===== src/design/sep_pkg.sv =====
// shared embedding projection: package with field widths, action and register codes,
// default sizes and the control structs between the top level and the serial mac
// no dependencies
package sep_pkg;

   // default store sizes
   localparam int IN_MAX_DEF     = 16;
   localparam int OUT_MAX_DEF    = 16;
   localparam int ENTITY_MAX_DEF = 64;

   // field widths
   localparam int ACTION_W   = 2;
   localparam int INDEX_W    = 4;
   localparam int VALUE_W    = 16;
   localparam int RESULT_W   = 32;
   localparam int FIDX_W     = 4;
   localparam int EIDX_W     = 6;
   localparam int IWIDTH_W   = 5;
   localparam int OWIDTH_W   = 5;
   localparam int ECOUNT_W   = 7;
   localparam int REQ_DATA_W = 24;
   localparam int RSP_DATA_W = 48;

   // q8.8 bias widened to q16.16
   localparam int FRAC_W = 8;

   // digit-serial multiplier: the feature is consumed one digit per cycle
   localparam int DIGIT_W = 4;
   localparam int DIGITS  = VALUE_W / DIGIT_W;
   localparam int DCNT_W  = (DIGITS > 1) ? $clog2(DIGITS) : 1;
   localparam int WSH_W   = VALUE_W + DIGIT_W * (DIGITS - 1);
   localparam int PROD_W  = WSH_W + DIGIT_W + 1;

   // action codes
   localparam logic [ACTION_W-1:0] ACT_WEIGHT  = 2'd0;
   localparam logic [ACTION_W-1:0] ACT_BIAS    = 2'd1;
   localparam logic [ACTION_W-1:0] ACT_FEATURE = 2'd2;

   // register map
   localparam int CSR_ADDR_W = 4;
   localparam int CSR_DATA_W = 32;
   localparam logic [1:0] REG_IN_WIDTH     = 2'd0;
   localparam logic [1:0] REG_OUT_WIDTH    = 2'd1;
   localparam logic [1:0] REG_ENTITY_COUNT = 2'd2;

   localparam logic [IWIDTH_W-1:0] IN_WIDTH_RST     = 5'd16;
   localparam logic [OWIDTH_W-1:0] OUT_WIDTH_RST    = 5'd16;
   localparam logic [ECOUNT_W-1:0] ENTITY_COUNT_RST = 7'd1;

   typedef struct packed {
      logic load;   // take a new weight and feature pair
      logic init;   // start of a dot product: preset with the bias
      logic step;   // consume one feature digit
   } mac_ctrl_type;

   typedef struct packed {
      logic last_digit;
   } mac_stat_type;

endpackage


===== src/design/sep_ram.sv =====
// shared embedding projection: generic single-write, single-read ram with registered read
// depends on nothing
module sep_ram #(
   parameter int WIDTH = 16,
   parameter int DEPTH = 16,
   localparam int ADDR_W = (DEPTH > 1) ? $clog2(DEPTH) : 1
) (
   input  logic              clock,
   input  logic              wr_en,
   input  logic [ADDR_W-1:0] wr_addr,
   input  logic [WIDTH-1:0]  wr_data,
   input  logic [ADDR_W-1:0] rd_addr,
   output logic [WIDTH-1:0]  rd_data
);

   logic [WIDTH-1:0] mem_ff [DEPTH];
   logic [WIDTH-1:0] rd_data_ff;

   always_ff @(posedge clock) begin
      if (wr_en) begin
         mem_ff[wr_addr] <= wr_data;
      end
      rd_data_ff <= mem_ff[rd_addr];
   end

   assign rd_data = rd_data_ff;

endmodule


===== src/design/sep_mac.sv =====
// shared embedding projection: digit-serial multiply-accumulate with output saturation
// depends on sep_pkg
module sep_mac #(
   parameter int ACC_W = 38
) (
   input  logic                                clock,
   input  logic                                reset,
   input  sep_pkg::mac_ctrl_type               ctrl,
   input  logic signed [sep_pkg::VALUE_W-1:0]  weight,
   input  logic        [sep_pkg::VALUE_W-1:0]  feature,
   input  logic signed [sep_pkg::VALUE_W-1:0]  bias,
   output sep_pkg::mac_stat_type               stat,
   output logic signed [sep_pkg::RESULT_W-1:0] result
);

   logic signed [sep_pkg::WSH_W-1:0]   w_ff, w_in;
   logic        [sep_pkg::VALUE_W-1:0] x_ff, x_in;
   logic        [sep_pkg::DCNT_W-1:0]  digit_ff, digit_in;
   logic signed [ACC_W-1:0]            acc_ff, acc_in;
   logic                               top_digit;
   logic signed [sep_pkg::DIGIT_W:0]   digit;
   logic signed [sep_pkg::PROD_W-1:0]  prod;
   logic                               in_range;

   assign top_digit = (digit_ff == sep_pkg::DCNT_W'(sep_pkg::DIGITS - 1));
   // lower digits are unsigned, the top one carries the sign
   assign digit = {top_digit & x_ff[sep_pkg::DIGIT_W-1], x_ff[sep_pkg::DIGIT_W-1:0]};
   assign prod  = w_ff * digit;

   always_comb begin
      w_in     = w_ff;
      x_in     = x_ff;
      digit_in = digit_ff;
      acc_in   = acc_ff;
      if (ctrl.load) begin
         w_in     = {{(sep_pkg::WSH_W-sep_pkg::VALUE_W){weight[sep_pkg::VALUE_W-1]}}, weight};
         x_in     = feature;
         digit_in = '0;
         if (ctrl.init) begin
            acc_in = {{(ACC_W-sep_pkg::VALUE_W-sep_pkg::FRAC_W){bias[sep_pkg::VALUE_W-1]}},
                      bias, {sep_pkg::FRAC_W{1'b0}}};
         end
      end else if (ctrl.step) begin
         acc_in   = acc_ff + {{(ACC_W-sep_pkg::PROD_W){prod[sep_pkg::PROD_W-1]}}, prod};
         w_in     = w_ff <<< sep_pkg::DIGIT_W;
         x_in     = x_ff >> sep_pkg::DIGIT_W;
         digit_in = digit_ff + sep_pkg::DCNT_W'(1);
      end
   end

   always_ff @(posedge clock) begin
      if (reset) begin
         digit_ff <= '0;
      end else begin
         digit_ff <= digit_in;
      end
      w_ff   <= w_in;
      x_ff   <= x_in;
      acc_ff <= acc_in;
   end

   assign stat.last_digit = ctrl.step & top_digit;

   // fits in 32 bits when every bit above bit 31 equals the sign
   assign in_range = (acc_ff[ACC_W-1:sep_pkg::RESULT_W-1] == '0) ||
                     (acc_ff[ACC_W-1:sep_pkg::RESULT_W-1] == '1);

   always_comb begin
      if (in_range) begin
         result = acc_ff[sep_pkg::RESULT_W-1:0];
      end else if (acc_ff[ACC_W-1]) begin
         result = {1'b1, {(sep_pkg::RESULT_W-1){1'b0}}};
      end else begin
         result = {1'b0, {(sep_pkg::RESULT_W-1){1'b1}}};
      end
   end

endmodule


===== src/design/shared_embedding_projection.sv =====
// shared embedding projection: top level with stream ports, register port, sequencer,
// weight, bias and feature rams and the digit-serial mac; depends on sep_pkg, sep_ram, sep_mac
//
// One dense projection, out[j] = sum_i W[i][j]*x[i] + b[j], is applied to every entity.
// Request transactions carry a kind in req_tuser: weight write, bias write or feature
// sample (the unused kind is accepted and dropped). Weight and bias writes and features
// that do not fill the entity leave the block idle. The feature that fills the entity
// starts the projection: req_tready stays low while out_width results are worked out,
// one after another, on a single multiply-accumulate unit that consumes each feature in
// four 4-bit digits. A result takes one ram read step, then per term a load step and
// four digit steps, then one step into the output register; that last step waits while
// rsp_tready is held low and the output register is still full.
// Results are Q16.16, bias widened exactly, summed exactly and saturated once to 32 bits.
// rsp_tlast marks the last feature of an entity, rsp_tuser the last result of the
// observation (after entity_count entities). The rams need no clearing after reset;
// an unwritten weight or bias reads as whatever it holds.
module shared_embedding_projection #(
   parameter int IN_MAX     = sep_pkg::IN_MAX_DEF,
   parameter int OUT_MAX    = sep_pkg::OUT_MAX_DEF,
   parameter int ENTITY_MAX = sep_pkg::ENTITY_MAX_DEF
) (
   input  logic                             clock,
   input  logic                             reset,
   // request stream
   input  logic                             req_tvalid,
   output logic                             req_tready,
   input  logic [sep_pkg::REQ_DATA_W-1:0]   req_tdata,   // in_row[3:0], out_col[7:4], value[23:8]
   input  logic [sep_pkg::ACTION_W-1:0]     req_tuser,   // action[1:0]
   // result stream
   output logic                             rsp_tvalid,
   input  logic                             rsp_tready,
   output logic [sep_pkg::RSP_DATA_W-1:0]   rsp_tdata,   // result_value[31:0],
                                                         // feature_index[35:32],
                                                         // entity_index[41:36], zero[47:42]
   output logic                             rsp_tlast,   // last_of_entity
   output logic                             rsp_tuser,   // last_of_observation[0]
   // register port
   input  logic                             csr_psel,
   input  logic                             csr_penable,
   input  logic                             csr_pwrite,
   input  logic [sep_pkg::CSR_ADDR_W-1:0]   csr_paddr,
   input  logic [sep_pkg::CSR_DATA_W-1:0]   csr_pwdata,
   output logic [sep_pkg::CSR_DATA_W-1:0]   csr_prdata,
   output logic                             csr_pready
);

   localparam int RW     = (IN_MAX > 1) ? $clog2(IN_MAX) : 1;
   localparam int CW     = (OUT_MAX > 1) ? $clog2(OUT_MAX) : 1;
   localparam int IW_W   = $clog2(IN_MAX + 1);
   localparam int OW_W   = $clog2(OUT_MAX + 1);
   localparam int W_DEPTH = IN_MAX * (2 ** CW);
   localparam int ACC_W  = 34 + $clog2(IN_MAX);

   typedef enum logic [2:0] {
      S_IDLE,
      S_FETCH,
      S_LOAD,
      S_DIGIT,
      S_EMIT
   } state_type;

   state_type state_ff, state_in;

   // configuration registers, stored raw
   logic [sep_pkg::IWIDTH_W-1:0] in_width_ff, in_width_in;
   logic [sep_pkg::OWIDTH_W-1:0] out_width_ff, out_width_in;
   logic [sep_pkg::ECOUNT_W-1:0] entity_count_ff, entity_count_in;

   // sequencing
   logic [IW_W-1:0]             fill_ff, fill_in;
   logic [IW_W-1:0]             i_ff, i_in;
   logic [CW-1:0]               j_ff, j_in;
   logic                        last_mac_ff, last_mac_in;
   logic [sep_pkg::ECOUNT_W-1:0] ent_ff, ent_in;
   logic [sep_pkg::EIDX_W-1:0]  ent_idx_ff, ent_idx_in;
   logic                        last_obs_ff, last_obs_in;

   // output register
   logic                        rsp_valid_ff, rsp_valid_in;
   logic [sep_pkg::RESULT_W-1:0] res_ff, res_in;
   logic [sep_pkg::FIDX_W-1:0]  fidx_ff, fidx_in;
   logic [sep_pkg::EIDX_W-1:0]  eidx_ff, eidx_in;
   logic                        tlast_ff, tlast_in;
   logic                        tuser_ff, tuser_in;

   // effective (clamped) register values
   logic [IW_W-1:0]             iw_eff;
   logic [OW_W-1:0]             ow_eff;
   logic [sep_pkg::ECOUNT_W-1:0] ec_eff;

   // request fields
   logic [sep_pkg::INDEX_W-1:0] in_row;
   logic [sep_pkg::INDEX_W-1:0] out_col;
   logic [sep_pkg::VALUE_W-1:0] value;
   logic                        req_accept;
   logic                        csr_write;
   logic [IW_W-1:0]             fill_next;
   logic                        last_j;

   // ram ports
   logic                        w_wr_en, b_wr_en, f_wr_en;
   logic [sep_pkg::VALUE_W-1:0] w_rd_data, b_rd_data, f_rd_data;

   sep_pkg::mac_ctrl_type       mac_ctrl;
   sep_pkg::mac_stat_type       mac_stat;
   logic signed [sep_pkg::RESULT_W-1:0] mac_result;

   assign in_row  = req_tdata[3:0];
   assign out_col = req_tdata[7:4];
   assign value   = req_tdata[23:8];

   assign req_tready = (state_ff == S_IDLE);
   assign req_accept = req_tvalid & req_tready;
   assign csr_pready = 1'b1;
   assign csr_write  = csr_psel & csr_penable & csr_pwrite & csr_pready;

   // a zero counts as one, anything beyond the store counts as its size
   always_comb begin
      if (in_width_ff == '0) begin
         iw_eff = IW_W'(1);
      end else if (32'(in_width_ff) > IN_MAX) begin
         iw_eff = IW_W'(IN_MAX);
      end else begin
         iw_eff = IW_W'(in_width_ff);
      end
      if (out_width_ff == '0) begin
         ow_eff = OW_W'(1);
      end else if (32'(out_width_ff) > OUT_MAX) begin
         ow_eff = OW_W'(OUT_MAX);
      end else begin
         ow_eff = OW_W'(out_width_ff);
      end
      if (entity_count_ff == '0) begin
         ec_eff = sep_pkg::ECOUNT_W'(1);
      end else if (32'(entity_count_ff) > ENTITY_MAX) begin
         ec_eff = sep_pkg::ECOUNT_W'(ENTITY_MAX);
      end else begin
         ec_eff = entity_count_ff;
      end
   end

   assign fill_next = fill_ff + IW_W'(1);
   assign last_j    = (32'(j_ff) + 1 == 32'(ow_eff));

   // store writes happen only on accepted request transactions
   assign w_wr_en = req_accept && (req_tuser == sep_pkg::ACT_WEIGHT) &&
                    (32'(in_row) < IN_MAX) && (32'(out_col) < OUT_MAX);
   assign b_wr_en = req_accept && (req_tuser == sep_pkg::ACT_BIAS) && (32'(out_col) < OUT_MAX);
   assign f_wr_en = req_accept && (req_tuser == sep_pkg::ACT_FEATURE) && (32'(fill_ff) < IN_MAX);

   sep_ram #(
      .WIDTH (sep_pkg::VALUE_W),
      .DEPTH (W_DEPTH)
   ) u_weight_ram (
      .clock   (clock),
      .wr_en   (w_wr_en),
      .wr_addr ({RW'(in_row), CW'(out_col)}),
      .wr_data (value),
      .rd_addr ({i_ff[RW-1:0], j_ff}),
      .rd_data (w_rd_data)
   );

   sep_ram #(
      .WIDTH (sep_pkg::VALUE_W),
      .DEPTH (OUT_MAX)
   ) u_bias_ram (
      .clock   (clock),
      .wr_en   (b_wr_en),
      .wr_addr (CW'(out_col)),
      .wr_data (value),
      .rd_addr (j_ff),
      .rd_data (b_rd_data)
   );

   sep_ram #(
      .WIDTH (sep_pkg::VALUE_W),
      .DEPTH (IN_MAX)
   ) u_feature_ram (
      .clock   (clock),
      .wr_en   (f_wr_en),
      .wr_addr (fill_ff[RW-1:0]),
      .wr_data (value),
      .rd_addr (i_ff[RW-1:0]),
      .rd_data (f_rd_data)
   );

   sep_mac #(
      .ACC_W (ACC_W)
   ) u_mac (
      .clock   (clock),
      .reset   (reset),
      .ctrl    (mac_ctrl),
      .weight  (w_rd_data),
      .feature (f_rd_data),
      .bias    (b_rd_data),
      .stat    (mac_stat),
      .result  (mac_result)
   );

   always_comb begin
      state_in        = state_ff;
      in_width_in     = in_width_ff;
      out_width_in    = out_width_ff;
      entity_count_in = entity_count_ff;
      fill_in         = fill_ff;
      i_in            = i_ff;
      j_in            = j_ff;
      last_mac_in     = last_mac_ff;
      ent_in          = ent_ff;
      ent_idx_in      = ent_idx_ff;
      last_obs_in     = last_obs_ff;
      rsp_valid_in    = rsp_valid_ff & ~rsp_tready;
      res_in          = res_ff;
      fidx_in         = fidx_ff;
      eidx_in         = eidx_ff;
      tlast_in        = tlast_ff;
      tuser_in        = tuser_ff;
      mac_ctrl        = '0;

      // register writes; software only writes while the block is idle (the block itself does not enforce this)
      if (csr_write) begin
         case (csr_paddr[3:2])
            sep_pkg::REG_IN_WIDTH:     in_width_in     = csr_pwdata[sep_pkg::IWIDTH_W-1:0];
            sep_pkg::REG_OUT_WIDTH:    out_width_in    = csr_pwdata[sep_pkg::OWIDTH_W-1:0];
            sep_pkg::REG_ENTITY_COUNT: entity_count_in = csr_pwdata[sep_pkg::ECOUNT_W-1:0];
            default: ;
         endcase
      end

      case (state_ff)
         S_IDLE: begin
            if (req_accept && (req_tuser == sep_pkg::ACT_FEATURE)) begin
               if (fill_next >= iw_eff) begin
                  // entity complete: latch its index and observation mark, then start
                  fill_in     = '0;
                  i_in        = '0;
                  j_in        = '0;
                  ent_idx_in  = ent_ff[sep_pkg::EIDX_W-1:0];
                  last_obs_in = ({1'b0, ent_ff} + 8'd1) >= {1'b0, ec_eff};
                  ent_in      = last_obs_in ? '0 : ent_ff + sep_pkg::ECOUNT_W'(1);
                  state_in    = S_FETCH;
               end else begin
                  fill_in = fill_next;
               end
            end
         end
         S_FETCH: begin
            // ram read of the first term and the bias
            state_in = S_LOAD;
         end
         S_LOAD: begin
            mac_ctrl.load = 1'b1;
            mac_ctrl.init = (i_ff == '0);
            // next term is read while the digits of this one run
            i_in        = i_ff + IW_W'(1);
            last_mac_in = (32'(i_ff) + 1 == 32'(iw_eff));
            state_in    = S_DIGIT;
         end
         S_DIGIT: begin
            mac_ctrl.step = 1'b1;
            if (mac_stat.last_digit) begin
               state_in = last_mac_ff ? S_EMIT : S_LOAD;
            end
         end
         S_EMIT: begin
            if (!rsp_valid_ff || rsp_tready) begin
               rsp_valid_in = 1'b1;
               res_in       = mac_result;
               fidx_in      = sep_pkg::FIDX_W'(j_ff);
               eidx_in      = ent_idx_ff;
               tlast_in     = last_j;
               tuser_in     = last_j & last_obs_ff;
               if (last_j) begin
                  state_in = S_IDLE;
               end else begin
                  j_in     = j_ff + CW'(1);
                  i_in     = '0;
                  state_in = S_FETCH;
               end
            end
         end
         default: state_in = S_IDLE;
      endcase
   end

   always_ff @(posedge clock) begin
      if (reset) begin
         state_ff        <= S_IDLE;
         in_width_ff     <= sep_pkg::IN_WIDTH_RST;
         out_width_ff    <= sep_pkg::OUT_WIDTH_RST;
         entity_count_ff <= sep_pkg::ENTITY_COUNT_RST;
         fill_ff         <= '0;
         i_ff            <= '0;
         j_ff            <= '0;
         last_mac_ff     <= 1'b0;
         ent_ff          <= '0;
         ent_idx_ff      <= '0;
         last_obs_ff     <= 1'b0;
         rsp_valid_ff    <= 1'b0;
      end else begin
         state_ff        <= state_in;
         in_width_ff     <= in_width_in;
         out_width_ff    <= out_width_in;
         entity_count_ff <= entity_count_in;
         fill_ff         <= fill_in;
         i_ff            <= i_in;
         j_ff            <= j_in;
         last_mac_ff     <= last_mac_in;
         ent_ff          <= ent_in;
         ent_idx_ff      <= ent_idx_in;
         last_obs_ff     <= last_obs_in;
         rsp_valid_ff    <= rsp_valid_in;
      end
      res_ff   <= res_in;
      fidx_ff  <= fidx_in;
      eidx_ff  <= eidx_in;
      tlast_ff <= tlast_in;
      tuser_ff <= tuser_in;
   end

   assign rsp_tvalid = rsp_valid_ff;
   assign rsp_tdata  = {{(sep_pkg::RSP_DATA_W - sep_pkg::RESULT_W - sep_pkg::FIDX_W
                          - sep_pkg::EIDX_W){1'b0}}, eidx_ff, fidx_ff, res_ff};
   assign rsp_tlast  = tlast_ff;
   assign rsp_tuser  = tuser_ff;

   // register read back
   always_comb begin
      case (csr_paddr[3:2])
         sep_pkg::REG_IN_WIDTH:     csr_prdata = sep_pkg::CSR_DATA_W'(in_width_ff);
         sep_pkg::REG_OUT_WIDTH:    csr_prdata = sep_pkg::CSR_DATA_W'(out_width_ff);
         sep_pkg::REG_ENTITY_COUNT: csr_prdata = sep_pkg::CSR_DATA_W'(entity_count_ff);
         default:                   csr_prdata = '0;
      endcase
   end

   // the feature that fills the entity starts the projection
   assert property (@(posedge clock) disable iff (reset)
      (req_accept && (req_tuser == sep_pkg::ACT_FEATURE) && (fill_next >= iw_eff))
      |=> (state_ff == S_FETCH))
      else $error("filled entity did not start the projection");

   // a new result only appears out of the emit step
   assert property (@(posedge clock) disable iff (reset)
      $rose(rsp_tvalid) |-> $past(state_ff == S_EMIT))
      else $error("result register loaded outside the emit step");

   // the observation mark only comes with the entity mark
   assert property (@(posedge clock) disable iff (reset)
      rsp_tvalid |-> (!rsp_tuser || rsp_tlast))
      else $error("last of observation without last of entity");

   // the fill count never points past the feature store
   assert property (@(posedge clock) disable iff (reset)
      (32'(fill_ff) < IN_MAX))
      else $error("feature fill beyond the store");

endmodule


===== config.mk =====
export PLATFORM = sky130hd
export DESIGN_NAME = shared_embedding_projection
export DESIGN_NICKNAME = d
export VERILOG_FILES = /design/src/design/sep_pkg.sv /design/src/design/sep_ram.sv /design/src/design/sep_mac.sv /design/src/design/shared_embedding_projection.sv
export SDC_FILE = /design/constraint.sdc
export NUM_CORES = 2
export LEC_CHECK = 0
export BUFFER_PORTS_ARGS = -buffer_cell sky130_fd_sc_hd__clkbuf_2
export CORE_MARGIN = 2
export CORE_UTILIZATION = 30
export CTS_BUF_LIST = sky130_fd_sc_hd__clkbuf_8
export CTS_CLUSTER_DIAMETER = 50
export DETAILED_ROUTE_END_ITERATION = 12
export HOLD_SLACK_MARGIN = 0.12
export PLACE_DENSITY_LB_ADDON = 0.12
export SKIP_CTS_REPAIR_TIMING = 1
export SLEW_MARGIN = 25
export SYNTH_ARGS = -nofsm -noshare
export SYNTH_HDL_FRONTEND = slang
export SYNTH_MEMORY_MAX_BITS = 65536
export SYNTH_SLANG_ARGS = --single-unit

===== constraint.sdc =====
create_clock -name clock -period 8.3 [get_ports clock]
set_input_delay 1.66 -clock clock [delete_from_list [all_inputs] [get_ports clock]]
set_output_delay 1.66 -clock clock [all_outputs]
set_load 0.02 [all_outputs]

Word level (Yosys, flattened, before mapping)
Memory sizes are Yosys's and may differ from the RTL's. A register that Yosys moved wholly into a read port is not among the register bits.
Index checks and enable logic that the tools add are counted.
- register bits: 178
- memories kept: 3
- memory bits (writable): 4608
- word-level logic and storage cells: 140
- input port bits: 69
- bits in latches: 0
- output and inout bits: 85
- memory bits (read-only): 0
- bitwise logic cells: 8
- muxes and demuxes: 45
- add/subtract/negate cells: 9
- multipliers: 1
- reduce and logical (&&, ||, !) cells: 29
- $lt $le $gt $ge: 6
- divide/modulo/power cells: 0
- shift-type cells: 0
- equality and inequality tests: 18
- memories (memory ; depth ; bits a word ; read ports ; clocked after memory_dff ; wr ports ; RTL line ; text):
    u_weight_ram.mem_ff ; 256 ; 16 ; 1 ; 1 ; 1 ; sep_ram.sv:16 ; logic [WIDTH-1:0] mem_ff [DEPTH];
    u_bias_ram.mem_ff ; 16 ; 16 ; 1 ; 1 ; 1 ; sep_ram.sv:16 ;
    u_feature_ram.mem_ff ; 16 ; 16 ; 1 ; 1 ; 1 ; sep_ram.sv:16 ;
- operators with widths (cell ; count):
    $mux W38 ; 3
    $mux W32 ; 2
    $mux W28 ; 2
    $mux W5 ; 9
    $add A38 B38 Y38 ; 1
    $mul A28 B5 Y33 ; 1
    $mux W16 ; 2
    $mux W7 ; 3
    $pmux W7 S3 ; 1
    $mux W4 ; 4
    $logic_not A5 Y1 ; 3
    $mux W3 ; 5
    $pmux W3 S5 ; 1
    $pmux W5 S3 ; 1
    $logic_not A7 Y1 ; 2
    $reduce_and A2 Y1 ; 6
    $add A5 B1 Y5 const B ; 2
    $gt A5 B5 Y1 const B ; 2
    $mux W1 ; 10
    $reduce_and A5 Y1 ; 2
    $add A7 B1 Y8 const B ; 1
    $ge A8 B7 Y1 ; 1
    $ne A2 B2 Y1 const B ; 4
    $pmux W4 S2 ; 1
    other kinds (30) ; 47

Logic depth before layout (Yosys ltp)
- word-level depth: 7
- depth in mapped cells: 31
- depth with buffers taken out: 28

Hierarchy
Synthesis repeated with hierarchy kept, for this count alone.
- cell total of the unflattened synthesis: 9836
- area, all modules: 193827.1 µm²
- modules (own cells, without submodules) (module ; sequential area each (µm²) ; cells an instance ; area an instance (µm²) ; times used):
    sep_ram at u_weight_ram ; 123318.3 ; 7360 ; 158714.7 ; 1
    sep_ram at u_bias_ram ... ; 8007.7 ; 432 ; 10042.1 ; 2
    sep_mac ; 2502.4 ; 1173 ; 10532.6 ; 1
    shared_embedding_projection ; 2322.2 ; 439 ; 4495.6 ; 1

Worst setup path before layout
No wires, ideal clock.
- path kind: reg2reg
- start: register u_mac.digit_ff[0] (netlist bit)
- end: register u_mac.acc_ff[33], data pin
- clock period less this slack: 6.869 ns
- data required time: 8.026 ns
- library setup time: 0.274 ns
- stages on the path, launching flop included: 31
- buffers on the path: 2
- arrival time: 6.595 ns
- setup slack: 1.431 ns
- path through: dfxtp_1 -> ha_1 -> nand2_1 -> clkbuf_1 -> clkbuf_1 -> nor2_1 -> fa_1 -> inv_1 -> fa_1 -> fa_1 -> inv_1 -> ha_1 -> inv_1 -> o21bai_1 -> a211o_1 -> o211ai_1 -> a31oi_1 -> o21ai_0 -> nand2_1 -> nand4_1 -> or3b_2 -> ha_1 -> nand3_2 -> or4_1 -> or4_1 -> o21ai_2 -> nor2_1 -> o21ai_2 -> a21o_1 -> a311o_1 -> o211ai_1
- word-level cells in the longest chain between the ends: 6
- RTL lines (item ; RTL line ; text):
    start, declared ; sep_mac.sv:18 ; logic [sep_pkg::DCNT_W-1:0] digit_ff, digit_in;
    start signal, assigned ; sep_mac.sv:55 ; digit_ff <= digit_in;
    $eq A2 B2 Y1 ; sep_mac.sv:25 ; assign top_digit = (digit_ff == sep_pkg::DCNT_W'(sep_pkg::DIGITS - 1));
    $and A1 B1 Y1 ; sep_mac.sv:27 ; assign digit = {top_digit & x_ff[sep_pkg::DIGIT_W-1], x_ff[sep_pkg::DIGIT_W-1:0]};
    $mul A28 B5 Y33 ; sep_mac.sv:28 ; assign prod = w_ff * digit;
    $add A38 B38 Y38 ; sep_mac.sv:44 ; acc_in = acc_ff + {{(ACC_W-sep_pkg::PROD_W){prod[sep_pkg::PROD_W-1]}}, prod};
    $mux W38 ; sep_mac.sv:43 ; end else if (ctrl.step) begin
    $mux W38 ; sep_mac.sv:35 ; if (ctrl.load) begin
    via u_mac.acc_in[33] ; sep_mac.sv:19 ; logic signed [ACC_W-1:0] acc_ff, acc_in;
    end signal, assigned ; sep_mac.sv:59 ; acc_ff <= acc_in;
    end, declared ; sep_mac.sv:19 ;
The timed path passes the listed nets, and every way through them passes these cells. The select of a mux whose other input is x is not followed.
A chain may end at the register's enable or synchronous reset.

Worst setup path in the final report
Ends and elaborated chain as after synthesis.

==> flow_summary.ini <==
[cells_and_area]
syn_to_final_growth_pct = 15.2
layout-drive-gt1-share = 0.312
nets = 9889
final_cell_area_um2 = 221000

[sta]
tns_ns = 0
fin_ws_ns = 0.719
hold_ws_ns = 0.476
setup_viol = 0
max_freq_ghz = 0.132
relSlewSlack = 0.210
fin_crit_sh = 0.913
hold_viol = 0
layout_min_cycle_time_ns = 7.58
final_max_slew_viol_count = 0
rsz0062_at_grt = no
skew_ns = 0.0732
worstMarginPinSlew_ns = 1.15

[min_path]
hold_class = reg2reg

[setup_path]
cpPeakStageDelay_ns = 0.53
crit-reg2reg-capture = u_mac.acc_ff[33]$_DFFE_PP_
start_kind = register
worst_setup_path_end_kind = register
path_max_fanout = 6
arrival_ns = 8.63
cp.depth = 27
critical-path-top-delay-family = adder cells
reg2reg_slack_ns = 0.72
cp-startpoint = u_mac.digit_ff[0]$_SDFFE_PP0P_
crit_path_end = u_mac.acc_ff[33]$_DFFE_PP_
crit_top_cell = fa_1
ff2ff_path_depth = 27
cp_slowest_cell = or4_1
crit_required_ns = 9.35
reg2reg_from = u_mac.digit_ff[0]$_SDFFE_PP0P_
crit_type = reg2reg
cp_num_buf_inv = 1

[floorplanning]
io_pins = 154
fp-row-count = 294
die_y_um = 805
die_w_um = 805
die-area_um2 = 648000
start_util = 0.301
core_um2 = 640000

[synthesis]
synth_most_common_cell = edfxtp_1
synth_edf_count = 4734
ys_warn_count = 0
ys_types = 81
async_flop_share = 0
synth_flop_cell = edfxtp_1
netlist.area_leader.share = 0.739
syn_area_um2 = 192000
netlist_top_cells_count = edfxtp_1, mux4_2, nor2_1
syn_area_per_cell_um2 = 22.1
yosysSeqAreaShare = 0.749
ys_ff_latch = 4834
synth_top_area_cell = edfxtp_1
postSynthCellCount = 8701
synth.area.top_cells = edfxtp_1, mux4_2, dfxtp_1

[global_route]
grt_pass1_wl_mm = 764
first_global_vias = 97100
grtUsageTotal = 0.166
grt.overflow.total = 0
antenna_found_initial = 63
grt_max_degree = 214

[clocking]
clock_latency_ns = 1.35
cts-buffers-inserted = 837
path_clk_slew_ns = 0.06
cts_root_buf = clkbuf_8
htreeDepth = 6
cts_buffer_depth = 4
clock_sinks = 4834
cts_tree = yes

[routing]
vias_per_cell = 4.92
route.vias.total = 92300
firstDrtPassIters = 5
drcViolationCount = 0
wl_per_cell_um = 29.4
drt_iter0_markers = 8308
drtAntennaViolNets = 0
detail_route.wirelength_mm = 550

[job]
maxCapViolations = 0

[placement]
numPortBuffers = 94
place_area_um2 = 206000
dp_hpwl_mm = 315
place_congestion = 0.771
dp_slack_ns = 0.701

[power]
powerDensity_nw_per_um2 = 229
power_leakage_nw = 68.8
peakVddDrop_mv = 0.163

[run_status]
status = complete, no violations
cell type report:
class	instances	area [um2]
inverter	190	721
antenna	24	60.1
clock inverter	675	3920
fill	59800	419000
multi-input combinational	3221	45900
timing repair buffer	530	4580
sequential	4834	144000
clock buffer	843	11600
tap	8436	10600
how the worst min path moves through the flow:
stage,from,endpoint,depth (start not counted)
floorplan,j_ff[3]$_SDFFE_PP0P_,fidx_ff[3]$_DFFE_PP_,0
finish,u_mac.digit_ff[1]$_SDFFE_PP0P_,u_mac.digit_ff[1]$_SDFFE_PP0P_,2
detailed placement,u_mac.digit_ff[1]$_SDFFE_PP0P_,u_mac.digit_ff[1]$_SDFFE_PP0P_,2
CTS,csr_pwdata[4],out_width_ff[4]$_SDFFE_PP1P_,3
global route,csr_pwdata[1],out_width_ff[1]$_SDFFE_PP0P_,3
global placement,u_mac.digit_ff[1]$_SDFFE_PP0P_,u_mac.digit_ff[1]$_SDFFE_PP0P_,2
placed cells by master, fill, tap and decap left out, drive strengths merged, types with 8 or more instances in the layout:
cell and count:
edfxtp 4734, mux4 1471, clkbuf 921, inv 492
buf 452, nor2 417, clkinv 344, nand2 219
mux2i 174, ha 119, and2 106, o21ai 100
dfxtp 100, a21oi 96, fa 87, a21o 55
xnor2 50, nand3 42, conb 32, xor2 25
nor3 25, diode 24, bufinv 21, nand4 17
a211oi 17, and3 14, or2 13, nand2b 13
o21bai 12, nor2b 12, or3 8, clkinvlp 8
nor4 8
metal layers:
layer  up-vias  track usage  part of all wire
met5         -            0          0.000080
met4         8       0.0375             0.022
met3       772       0.0321             0.057
met2      2621        0.276              0.49
met1     50700        0.227              0.43
li1      38200            -                 -
worst register-to-register path, cell delays in order, from the launching register on:
cell and delay (ns):
dfxtp_1 0.36, ha_1 0.21, nand2_1 0.14, or2_2 0.33, fa_1 0.50, fa_1 0.43
fa_1 0.50, inv_1 0.07, fa_1 0.40, a21o_1 0.20, a21oi_1 0.27, o21ai_0 0.16
o211ai_1 0.19, a31oi_1 0.17, o21ai_0 0.25, nand2_1 0.14, nand4_1 0.10, or3b_2 0.46
ha_1 0.46, nand3_2 0.15, or4_1 0.53, or4_1 0.45, o21ai_2 0.20, nor2_1 0.10
o21ai_2 0.17, a21o_1 0.16, a311o_1 0.17, o211ai_1 0.09
logic make-up after synthesis:
logic type,count (synthesis),synth area share
multiplexers,1646,0.181
AO/OA/AOI/OAI,346,0.0116
buffers and inverters,676,0.0158
XOR/XNOR,76,0.00354
flip-flops,4834,0.749
AND/OR/NAND/NOR,915,0.0214
adder cells (fa/ha/maj),206,0.0168
other,2,0.0000390
metrics by stage:
stage	power (mW)	cells	utilization
6_report	50.8	18800	0.346
5_1_grt	52.9	18700	0.346
4_1_cts	51.6	18700	0.346
3_5_place_dp	31.0	17200	0.321
3_3_place_gp	30.9	17200	0.321
2_1_floorplan	29.7	8731	-
registers in the layout (all words and copies together), names as in the netlist, 16 cells and up:
register               count
res_ff                    32
u_bias_ram.mem_ff        256
u_bias_ram.rd_data        16
u_feature_ram.mem_ff     256
u_feature_ram.rd_data     16
u_mac.acc_ff              38
u_mac.w_ff                28
u_mac.x_ff                16
u_weight_ram.mem_ff     4096
u_weight_ram.rd_data      16
report_power, final:
group | internal [mW] | total (mW) | switching (mW)
Clock | 10.2 | 20.3 | 10.1
Sequential | 27.0 | 27.1 | 0.0659
Combinational | 1.19 | 3.41 | 2.22
Total | 38.4 | 50.8 | 12.4
No activity file was read; power rests on OpenSTA's default activity.
